## src/sv/dfpa_pkg.sv

```systemverilog
// Shared types, constants and microcode table for the distance frame parser averager.
package dfpa_pkg;

    localparam int BYTE_W    = 8;
    localparam int MEAN_W    = 16;
    localparam int STEP_W    = 3;
    localparam int DIV_STEPS = 16;
    localparam int DIV_CNT_W = 4;

    localparam logic [BYTE_W-1:0] HDR_RESET = 8'hFF;

    typedef logic [1:0] phase_t;
    localparam phase_t PH_HUNT = 2'd0;
    localparam phase_t PH_HIGH = 2'd1;
    localparam phase_t PH_LOW  = 2'd2;
    localparam phase_t PH_CSUM = 2'd3;

    typedef logic [2:0] uop_t;
    localparam uop_t U_WAIT    = 3'd0;
    localparam uop_t U_PARSE   = 3'd1;
    localparam uop_t U_CLR     = 3'd2;
    localparam uop_t U_ACC     = 3'd3;
    localparam uop_t U_DIVINIT = 3'd4;
    localparam uop_t U_DIV     = 3'd5;
    localparam uop_t U_EMIT    = 3'd6;
    localparam uop_t U_NOP     = 3'd7;

    typedef logic [2:0] cond_t;
    localparam cond_t C_NEVER     = 3'd0;
    localparam cond_t C_ALWAYS    = 3'd1;
    localparam cond_t C_NO_IN     = 3'd2;
    localparam cond_t C_NO_RESULT = 3'd3;
    localparam cond_t C_ACC_MORE  = 3'd4;
    localparam cond_t C_DIV_MORE  = 3'd5;
    localparam cond_t C_OUT_BUSY  = 3'd6;

    typedef logic [STEP_W-1:0] step_t;

    typedef struct packed {
        uop_t  uop;
        cond_t cond;
        step_t target;
    } ctrl_word_t;

    typedef struct packed {
        logic in_take;
        logic has_result;
        logic acc_more;
        logic div_more;
        logic out_busy;
    } dp_status_t;

    function automatic ctrl_word_t ucode_rom(input step_t step);
        ctrl_word_t w;
        unique case (step)
            3'd0:    w = '{uop: U_WAIT,    cond: C_NO_IN,     target: 3'd0};
            3'd1:    w = '{uop: U_PARSE,   cond: C_NO_RESULT, target: 3'd0};
            3'd2:    w = '{uop: U_CLR,     cond: C_NEVER,     target: 3'd0};
            3'd3:    w = '{uop: U_ACC,     cond: C_ACC_MORE,  target: 3'd3};
            3'd4:    w = '{uop: U_DIVINIT, cond: C_NEVER,     target: 3'd0};
            3'd5:    w = '{uop: U_DIV,     cond: C_DIV_MORE,  target: 3'd5};
            3'd6:    w = '{uop: U_EMIT,    cond: C_OUT_BUSY,  target: 3'd6};
            default: w = '{uop: U_NOP,     cond: C_ALWAYS,    target: 3'd0};
        endcase
        return w;
    endfunction

endpackage

```

## src/sv/dfpa_seq.sv

```systemverilog
// Microcode sequencer: step counter, control ROM and conditional jumps.
module dfpa_seq
    import dfpa_pkg::*;
(
    input  logic       clk,
    input  logic       rst_n,
    input  dp_status_t status,
    output uop_t       uop
);

    step_t      step_reg;
    step_t      step_next;
    ctrl_word_t word;
    logic       jump;

    assign word = ucode_rom(step_reg);
    assign uop  = word.uop;

    always_comb
    begin
        unique case (word.cond)
            C_NEVER:     jump = 1'b0;
            C_ALWAYS:    jump = 1'b1;
            C_NO_IN:     jump = !status.in_take;
            C_NO_RESULT: jump = !status.has_result;
            C_ACC_MORE:  jump = status.acc_more;
            C_DIV_MORE:  jump = status.div_more;
            C_OUT_BUSY:  jump = status.out_busy;
            default:     jump = 1'b0;
        endcase
        step_next = jump ? word.target : step_t'(step_reg + 1'b1);
    end

    always_ff @(posedge clk or negedge rst_n)
    begin
        if (!rst_n)
        begin
            step_reg <= '0;
        end
        else
        begin
            step_reg <= step_next;
        end
    end

endmodule

```

## src/sv/dfpa_dp.sv

```systemverilog
// Datapath: frame parser, reading ring, accumulator, serial divider and output register.
module dfpa_dp
    import dfpa_pkg::*;
#(
    parameter int DEPTH = 5
)
(
    input  logic              clk,
    input  logic              rst_n,
    input  uop_t              uop,
    output dp_status_t        status,
    input  logic              cfg_we,
    input  logic [BYTE_W-1:0] cfg_wdata,
    input  logic              in_valid,
    output logic              in_stall,
    input  logic              operation,
    input  logic [BYTE_W-1:0] rx_byte,
    output logic              out_valid,
    input  logic              out_stall,
    output logic [MEAN_W-1:0] mean_distance,
    output logic              valid_res,
    output logic              fresh
);

    localparam int CNT_W  = $clog2(DEPTH + 1);
    localparam int SLOT_W = (DEPTH > 1) ? $clog2(DEPTH) : 1;
    localparam int SUM_W  = MEAN_W + CNT_W;

    logic [MEAN_W-1:0] ring [DEPTH];

    logic [BYTE_W-1:0] header_reg, header_next;
    logic              op_reg,    op_next;
    logic [BYTE_W-1:0] byte_reg,  byte_next;
    phase_t            phase_reg, phase_next;
    logic [BYTE_W-1:0] hi_reg,    hi_next;
    logic [BYTE_W-1:0] lo_reg,    lo_next;
    logic [SLOT_W-1:0] slot_reg,  slot_next;
    logic [CNT_W-1:0]  count_reg, count_next;
    logic [CNT_W-1:0]  idx_reg,   idx_next;
    logic [SUM_W-1:0]  acc_reg,   acc_next;
    logic [CNT_W-1:0]  rem_reg,   rem_next;
    logic [MEAN_W-1:0] dq_reg,    dq_next;
    logic [DIV_CNT_W-1:0] dcnt_reg, dcnt_next;
    logic              ovalid_reg, ovalid_next;
    logic [MEAN_W-1:0] mean_reg,  mean_next;
    logic              vres_reg,  vres_next;
    logic              fresh_reg, fresh_next;

    logic              in_take;
    logic              sum_ok;
    logic              frame_ok;
    logic              ring_we;
    logic              out_busy;
    logic [CNT_W:0]    idx_inc;
    logic [CNT_W:0]    trial;
    logic [CNT_W:0]    trial_diff;
    logic              ge;

    assign in_stall  = (uop != U_WAIT);
    assign in_take   = in_valid && !in_stall;
    assign sum_ok    = BYTE_W'(header_reg + hi_reg + lo_reg) == byte_reg;
    assign frame_ok  = !op_reg && (phase_reg == PH_CSUM) && sum_ok;
    assign ring_we   = (uop == U_PARSE) && frame_ok;
    assign out_busy  = ovalid_reg && out_stall;
    assign idx_inc   = {1'b0, idx_reg} + 1'b1;
    assign trial     = {rem_reg, dq_reg[MEAN_W-1]};
    assign ge        = trial >= {1'b0, count_reg};
    assign trial_diff = trial - {1'b0, count_reg};

    assign status.in_take    = in_take;
    assign status.has_result = op_reg || frame_ok;
    assign status.acc_more   = idx_inc < {1'b0, count_reg};
    assign status.div_more   = (dcnt_reg != '0);
    assign status.out_busy   = out_busy;

    assign out_valid     = ovalid_reg;
    assign mean_distance = mean_reg;
    assign valid_res     = vres_reg;
    assign fresh         = fresh_reg;

    always_comb
    begin
        header_next = cfg_we ? cfg_wdata : header_reg;
        op_next     = op_reg;
        byte_next   = byte_reg;
        phase_next  = phase_reg;
        hi_next     = hi_reg;
        lo_next     = lo_reg;
        slot_next   = slot_reg;
        count_next  = count_reg;
        idx_next    = idx_reg;
        acc_next    = acc_reg;
        rem_next    = rem_reg;
        dq_next     = dq_reg;
        dcnt_next   = dcnt_reg;
        mean_next   = mean_reg;
        vres_next   = vres_reg;
        fresh_next  = fresh_reg;
        ovalid_next = ovalid_reg && out_stall;

        unique case (uop)
            U_WAIT:
            begin
                if (in_take)
                begin
                    op_next   = operation;
                    byte_next = rx_byte;
                end
            end
            U_PARSE:
            begin
                if (op_reg)
                begin
                    phase_next = PH_HUNT;
                end
                else
                begin
                    unique case (phase_reg)
                        PH_HUNT:
                        begin
                            if (byte_reg == header_reg)
                            begin
                                phase_next = PH_HIGH;
                            end
                        end
                        PH_HIGH:
                        begin
                            hi_next    = byte_reg;
                            phase_next = PH_LOW;
                        end
                        PH_LOW:
                        begin
                            lo_next    = byte_reg;
                            phase_next = PH_CSUM;
                        end
                        default:
                        begin
                            phase_next = PH_HUNT;
                            if (frame_ok)
                            begin
                                slot_next = (slot_reg == SLOT_W'(DEPTH - 1)) ? '0
                                          : SLOT_W'(slot_reg + 1'b1);
                                if (count_reg != CNT_W'(DEPTH))
                                begin
                                    count_next = CNT_W'(count_reg + 1'b1);
                                end
                            end
                        end
                    endcase
                end
            end
            U_CLR:
            begin
                acc_next = '0;
                idx_next = '0;
            end
            U_ACC:
            begin
                if (idx_reg < count_reg)
                begin
                    acc_next = acc_reg + SUM_W'(ring[idx_reg[SLOT_W-1:0]]);
                    idx_next = idx_inc[CNT_W-1:0];
                end
            end
            U_DIVINIT:
            begin
                rem_next  = acc_reg[SUM_W-1:MEAN_W];
                dq_next   = acc_reg[MEAN_W-1:0];
                dcnt_next = DIV_CNT_W'(DIV_STEPS - 1);
            end
            U_DIV:
            begin
                rem_next  = ge ? trial_diff[CNT_W-1:0] : trial[CNT_W-1:0];
                dq_next   = {dq_reg[MEAN_W-2:0], ge};
                dcnt_next = DIV_CNT_W'(dcnt_reg - 1'b1);
            end
            U_EMIT:
            begin
                if (!out_busy)
                begin
                    ovalid_next = 1'b1;
                    vres_next   = (count_reg != '0);
                    mean_next   = (count_reg != '0) ? dq_reg : '0;
                    fresh_next  = !op_reg;
                end
            end
            default:
            begin
            end
        endcase
    end

    always_ff @(posedge clk or negedge rst_n)
    begin
        if (!rst_n)
        begin
            header_reg <= HDR_RESET;
            phase_reg  <= PH_HUNT;
            hi_reg     <= '0;
            lo_reg     <= '0;
            slot_reg   <= '0;
            count_reg  <= '0;
            idx_reg    <= '0;
            dcnt_reg   <= '0;
            ovalid_reg <= 1'b0;
        end
        else
        begin
            header_reg <= header_next;
            phase_reg  <= phase_next;
            hi_reg     <= hi_next;
            lo_reg     <= lo_next;
            slot_reg   <= slot_next;
            count_reg  <= count_next;
            idx_reg    <= idx_next;
            dcnt_reg   <= dcnt_next;
            ovalid_reg <= ovalid_next;
        end
    end

    always_ff @(posedge clk)
    begin
        op_reg    <= op_next;
        byte_reg  <= byte_next;
        acc_reg   <= acc_next;
        rem_reg   <= rem_next;
        dq_reg    <= dq_next;
        mean_reg  <= mean_next;
        vres_reg  <= vres_next;
        fresh_reg <= fresh_next;
        if (ring_we)
        begin
            ring[slot_reg] <= {hi_reg, lo_reg};
        end
    end

endmodule

```

## src/sv/distance_frame_parser_averager_core.sv

```systemverilog
// Distance frame parser averager top level: microcode sequencer driving the datapath.
// A result goes through the parse, clear, accumulate, divide-init, divide and emit steps;
// emit waits while out_stall holds the output. An item without a result passes only wait
// and parse. in_stall holds new items off until the sequencer is back in its wait step.
// The serial 16-step divider and the one-entry-per-cycle ring sum set an item's pace.
// Reset clears the parser, ring count, write slot and output valid; header resets to 0xFF.
module distance_frame_parser_averager_core
    import dfpa_pkg::*;
#(
    parameter int DEPTH = 5
)
(
    input  logic              clk,
    input  logic              rst_n,
    input  logic              cfg_we,
    input  logic [BYTE_W-1:0] cfg_wdata,
    input  logic              in_valid,
    output logic              in_stall,
    input  logic              operation,
    input  logic [BYTE_W-1:0] rx_byte,
    output logic              out_valid,
    input  logic              out_stall,
    output logic [MEAN_W-1:0] mean_distance,
    output logic              valid_res,
    output logic              fresh
);

    uop_t       uop;
    dp_status_t status;

    dfpa_seq u_seq
    (
        .clk    (clk),
        .rst_n  (rst_n),
        .status (status),
        .uop    (uop)
    );

    dfpa_dp #(
        .DEPTH (DEPTH)
    ) u_dp
    (
        .clk           (clk),
        .rst_n         (rst_n),
        .uop           (uop),
        .status        (status),
        .cfg_we        (cfg_we),
        .cfg_wdata     (cfg_wdata),
        .in_valid      (in_valid),
        .in_stall      (in_stall),
        .operation     (operation),
        .rx_byte       (rx_byte),
        .out_valid     (out_valid),
        .out_stall     (out_stall),
        .mean_distance (mean_distance),
        .valid_res     (valid_res),
        .fresh         (fresh)
    );

endmodule

```

## config.mk

```make
export PLATFORM = sky130hd
export DESIGN_NAME = distance_frame_parser_averager_core
export DESIGN_NICKNAME = d
export VERILOG_FILES = /design/src/sv/dfpa_pkg.sv /design/src/sv/dfpa_seq.sv /design/src/sv/dfpa_dp.sv /design/src/sv/distance_frame_parser_averager_core.sv
export SDC_FILE = /design/constraint.sdc
export NUM_CORES = 1
export LEC_CHECK = 0
export BUFFER_PORTS_ARGS = -buffer_cell sky130_fd_sc_hd__buf_2
export CORE_MARGIN = 2
export CORE_UTILIZATION = 60
export DETAILED_ROUTE_END_ITERATION = 16
export GPL_ROUTABILITY_DRIVEN = 0
export PLACE_DENSITY = 0.8
export SLEW_MARGIN = 5
export SYNTH_ARGS = -nofsm -noshare
export SYNTH_HDL_FRONTEND = slang
export SYNTH_SLANG_ARGS = --single-unit
```

## constraint.sdc

```tcl
create_clock -name clk -period 4.8 [get_ports clk]
set_clock_uncertainty 0.2 [all_clocks]
set_input_delay 0.96 -clock clk [delete_from_list [all_inputs] [get_ports clk]]
set_output_delay 0.96 -clock clk [all_outputs]
set_load 0.02 [all_outputs]
```

After elaboration in Yosys (flattened, before gate mapping)
Memory sizes are Yosys's and may differ from the RTL's.
Index checks and enable logic that the tools add are counted.
Widths: inputs -> output; s select.
Word-level totals
  register bits: 108
  memory bits (writable): 80
  input port bits: 22
  output and inout port bits: 20
  word-level logic and storage cells: 106
  memories kept: 1
Memory list
  u_dp.ring: depth 5, bits a word 16, rd ports 1, clocked after Yosys merged registers in 0, wr ports 1, line dfpa_dp.sv:29  | logic [MEAN_W-1:0] ring [DEPTH];
Cells by class
  add/subtract/negate cells: 9
  order comparisons: 3
  equal/unequal tests: 27
  multiplexer cells: 18
  bitwise gates (word level): 3
  reductions and logical operators: 27
Operators by type and width (count)
  $pmux 9 s7: 1
  $pmux 19 s2: 1
  $pmux 16 s2: 1
  $eq 3x3->1 const B: 10
  $add 19x16->19: 1
  $mux 19: 1
  $eq 3x2->1 const B: 6
  $add 8x8->8: 2
  $eq 8x8->1: 2
  $mux 3: 4
  $pmux 3 s2: 2
  $add 3x1->3 const B: 3
  $eq 3x1->1 const B: 3
  $pmux 4 s2: 1
  $reduce_and 2->1: 4
  $logic_not 3->1: 2
  $pmux 1 s6: 1
  $pmux 2 s3: 1
  $reduce_and 3->1: 2
  $reduce_bool 3->1: 2
  $logic_and 1x1->1: 5
  $reduce_and 5->1: 1
  $add 3x1->4 const B: 1
  $eq 2x2->1 const B: 2
  other kinds (19): 28

Longest topological paths before layout
  depth after elaboration: 8
  mapped depth: 13
  depth with buffers taken out: 12

Cells and area by module
From an unflattened synthesis, not the netlist that was laid out.
Unflattened totals
  cell total of the unflattened synthesis: 647
  area, all modules: 9272.6 µm²
By module, submodules not included
  dfpa_dp: times used 1, cells each 602, area an instance 8851.0 µm², seq. area each 5365.1 µm²
  dfpa_seq: times used 1, cells each 45, area an instance 421.7 µm², seq. area each 75.1 µm²

Worst setup path before layout
No wires, ideal clock.
  path kind: register to register
  start: register u_dp.header_reg[1]
  end: memory u_dp.ring[2][0] (enable)
  library setup time: 0.374 ns
  arrival time: 3.202 ns
  data required time: 4.226 ns
  setup slack: 1.024 ns
  stages on the path, launching flop included: 12
  buffers on the path: 1
  clock period less this slack: 3.776 ns
  path through: dfstp_2 -> fa_1 -> ha_1 -> fa_1 -> a21o_1 -> a21oi_1 -> o21ai_0 -> xnor2_1 -> and4_1 -> buf_4 -> and2b_1 -> and3_1
Between the ends
  cells in the longest elaborated chain, start to end: 7
RTL lines
  start, declared: line dfpa_dp.sv:31  | logic [BYTE_W-1:0] header_reg, header_next;
  start signal, assigned: line dfpa_dp.sv:209  | header_reg <= header_next;
  $add 8x8->8 (2 in a row): line dfpa_dp.sv:61  | assign sum_ok = BYTE_W'(header_reg + hi_reg + lo_reg) == byte_reg;
  $eq 8x8->1: line dfpa_dp.sv:61
  $logic_and 1x1->1: line dfpa_dp.sv:62  | assign frame_ok = !op_reg && (phase_reg == PH_CSUM) && sum_ok;
  $logic_and 1x1->1: line dfpa_dp.sv:63  | assign ring_we = (uop == U_PARSE) && frame_ok;
  $mux 1: line dfpa_dp.sv:231  | if (ring_we)
  $mux 1 (implied by the code): line dfpa_dp.sv:233  | ring[slot_reg] <= {hi_reg, lo_reg};
  end, declared: line dfpa_dp.sv:29
No other way between the ends.

Final worst setup path
  start: register u_dp.header_reg[1]
  end: memory u_dp.ring[0][5] (enable)
Same word-level chain as after synthesis.

==> results.md <==
- Final Cycle Share: about 85%
- Mapped Nets: 717
- Clock root cell: clkbuf_16
- Synth async-reset ratio: a little under a quarter
- Site Rows: 45
- Actual slew at the worst max-slew pin: slightly above 1 ns
- Critical path class: reg2reg
- Max rail drop VDD: 0.000289 V
- DR vias/cell: 5.91
- Worst Hold Slack: 0.325 ns
- Die Area: 0.0162 mm^2
- Clock latency on the worst-skew pair: between 0.4 and 0.5 ns
- Min Clock Period, post-route: ~4.1 ns
- Yosys warning count: 0
- Crit-path max cell delay: 0.56 ns
- Core ar.: 0.0150 mm^2
- Cells after synthesis: 639
- HP Start: u_seq.step_reg[0]
- Commonest cells after routing, fill and taps aside: 145 x edfxtp_1, 55 x mux2_2, 46 x ha_1
- Sw power: 1510 uW
- Synthesized area per cell: 14.2 um^2
- Post-route DRC: 0
- Die Ht: around 130 um
- FMAX: about 240 MHz
- Gate power share: 25.3%
- Outcome: completed
- Post-synth EDFFs: 145
- Register bit total from synthesis: 188
- Gr ovfl total: 0
- Worst Setup Slack, final: 0.698 ns
- Final HPWL DP: 12,600 um
- Number of global-route vias before repair: 5,386
- WP data arrival: 4.03 ns
- Post-synthesis sequential area ratio: 59.8%
- Sw frac: between 20% and 30%
- Post-synth top flop: edfxtp_1
- Pre-antenna DRT Iters: 5
- Clock Sink Count: 188
- Setup Buffers After CTS: 0
- Crit-path cells: fa_1, ha_1, fa_1, a21o_1, a21oi_1, o21ai_0, xnor2_1, and4_1, and2b_1, and3_1, buf_4
- Critical path fanouts, max: 12
- Largest net degree at the start of global routing: 44
- Final Hold Viols: 0
- Max reg flops: 80
- GRT Overall Usage: 22.4%
- Final setup viols: 0
- Cell Int Power: 3520 uW
- Port-buffer cells: 41
- Worst EP required: 4.72 ns
- Hold Crit Class: reg2reg
- Pre-CTS setup slack: about 0.67 ns
- Initial antenna violation count: 0
- Dpl cells: 863
- Cell Area, Synth: 0.00910 mm^2
- Setup TNS: 0 ns
- Maxcap violations: 0
- CTS tree: yes
- Share of the synthesized area in the top cell type: 47.8%
- Fin util: 67.8%
- Final Net Count: between 700 and 800
- Most common cell after layout, fill and taps aside: edfxtp_1
- Area Overhead vs Synth: 12.0%
- First-pass GRT wire length: 27,600 um
- I/O pins: 42
- Die Width: about 130 um
- DRT iter0 DRCs: 455
- Normalized max-slew margin: a little under a third
- Fin cells: 895
- Drt total wl: approximately 17,000 um
- Clock buffer depth: 2
- Synth top area cells: edfxtp_1 48%, dfrtp_1 9.6%, mux2_2 6.8%, ha_1 6.3%, mux4_2 4.0%
- # diodes: 0
- Clock group share of total power: 29.5%
- Worst Setup End Kind: flip-flop
- H-tree depth: 4
- Post-detailed-route count of antenna-violating nets: 0
- Part of the power in registers: a little under half
- CP max-delay cell: dfstp_2
- Clock slew at reported path FFs: 0.06 ns
- Starting Density: 60.5%
- Drt wl/cell: approximately 19 um
- Leakage: 0.00394 uW
- Post-cts repair resize count: 0
- Pwr per Cell Area: 494 mW/mm^2
- Netlist cell types: 59
- Dominant cell type by area after synthesis: edfxtp_1
- RSZ-0062 raised after global routing: false
- Hold Buf Count CTS: 0
- Critical Path Start Type: flip-flop
- Cell with the most instances on the worst path: fa_1
- Layout cells sized above 1: 24.0%
- Worst setup startpoint: u_dp.header_reg[1]
- R2R Path Start: u_dp.header_reg[1]
- TritonCTS Buffers: 17
- Vias: about 5.3k
- Final slew viol count: 0
## cells in the mapped netlist (2+ instances only)
master and n:
a2111oi_0 2, a211oi_1 5, a21o_1 12, a21oi_1 27, a22oi_1 2, a31o_2 2
a31oi_1 6, and2_1 16, and3_1 10, and4_1 4, buf_2 4, buf_6 2
clkbuf_1 11, dfrtp_1 35, dfstp_2 8, edfxtp_1 145, fa_1 10, ha_1 46
inv_1 31, mux2_2 55, mux2i_1 3, mux4_2 16, nand2_1 19, nand2b_1 4
nand3_1 8, nand3b_1 2, nand4_1 2, nor2_1 44, nor2b_1 7, nor3_1 13
o211ai_1 3, o21a_1 3, o21ai_0 19, o21bai_1 3, o31ai_1 2, xnor2_1 20
xor2_1 16
## cell type report
type / instances / area [um^2]
flip-flops and latches: 188 / 5440
fillers: 1025 / 4840
multi-input cells: 401 / 3460
clock buffers: 22 / 464
repair buffers: 55 / 310
well taps: 188 / 235
clock inverters: 10 / 165
inverters: 31 / 116
## worst max-delay path, delay by kind of cell, from the launching register on
family / cells / cell delay [ns]
AOI/OAI and AO/OA: 3 / 0.55
and+or+nand+nor: 3 / 0.94
xor gates and xnor gates: 1 / 0.19
DFF: 1 / 0.56
adders and majority gates: 3 / 1.08
buffers and inverters: 1 / 0.27
## cells by family (layout without fill, tap and decap cells)
kind of cell | after synthesis | count (layout) | share of synthesized area, %
mux | 76 | 76 | 11.4
simple gates | 135 | 135 | 7.45
fa+ha+maj | 56 | 56 | 8.52
xor+xnor | 37 | 37 | 3.64
buf+inv | 50 | 118 | 2.32
flops | 188 | 188 | 59.8
compound gates | 97 | 97 | 6.91
## power groups by stage
stage / Combinational (uW) / Clock [uW] / Sequential (uW)
floorplan: 1010 / 0 / 2220
CTS: 1270 / 1500 / 2270
detailed placement: 1270 / 0 / 2310
global route: 1430 / 1560 / 2310
finish: 1270 / 1480 / 2280
global placement: 1210 / 0 / 2290
## per-stage QoR
step	total power, uW	instance area [um^2]
2_1_floorplan	3230	9100
3_3_place_gp	3500	9560
3_5_place_dp	3570	9560
4_1_cts	5050	10200
5_1_grt	5290	10200
6_report	5030	10200
## per-layer routing
layer	vias up	global-route usage, %	routed length, um
li1	2499	-	-
met1	2610	28.4	7060
met2	156	38.1	8760
met3	23	5.36	780
met4	0	8.34	394
met5	-	0	0
## worst paths after layout
check,depth (start not counted),slack [ns],endpoint
hold reg to reg,1,0.32,u_seq.step_reg[0]
max in group asynchronous,1,3.26,u_dp.hi_reg[1]
setup reg to reg,11,0.70,u_dp.ring[0][5]
setup / recovery,11,0.70,u_dp.ring[0][5]
min in group asynchronous,1,0.50,u_dp.dcnt_reg[3]
hold / removal,1,0.32,u_seq.step_reg[0]
No activity file was read; power rests on OpenSTA's default activity.
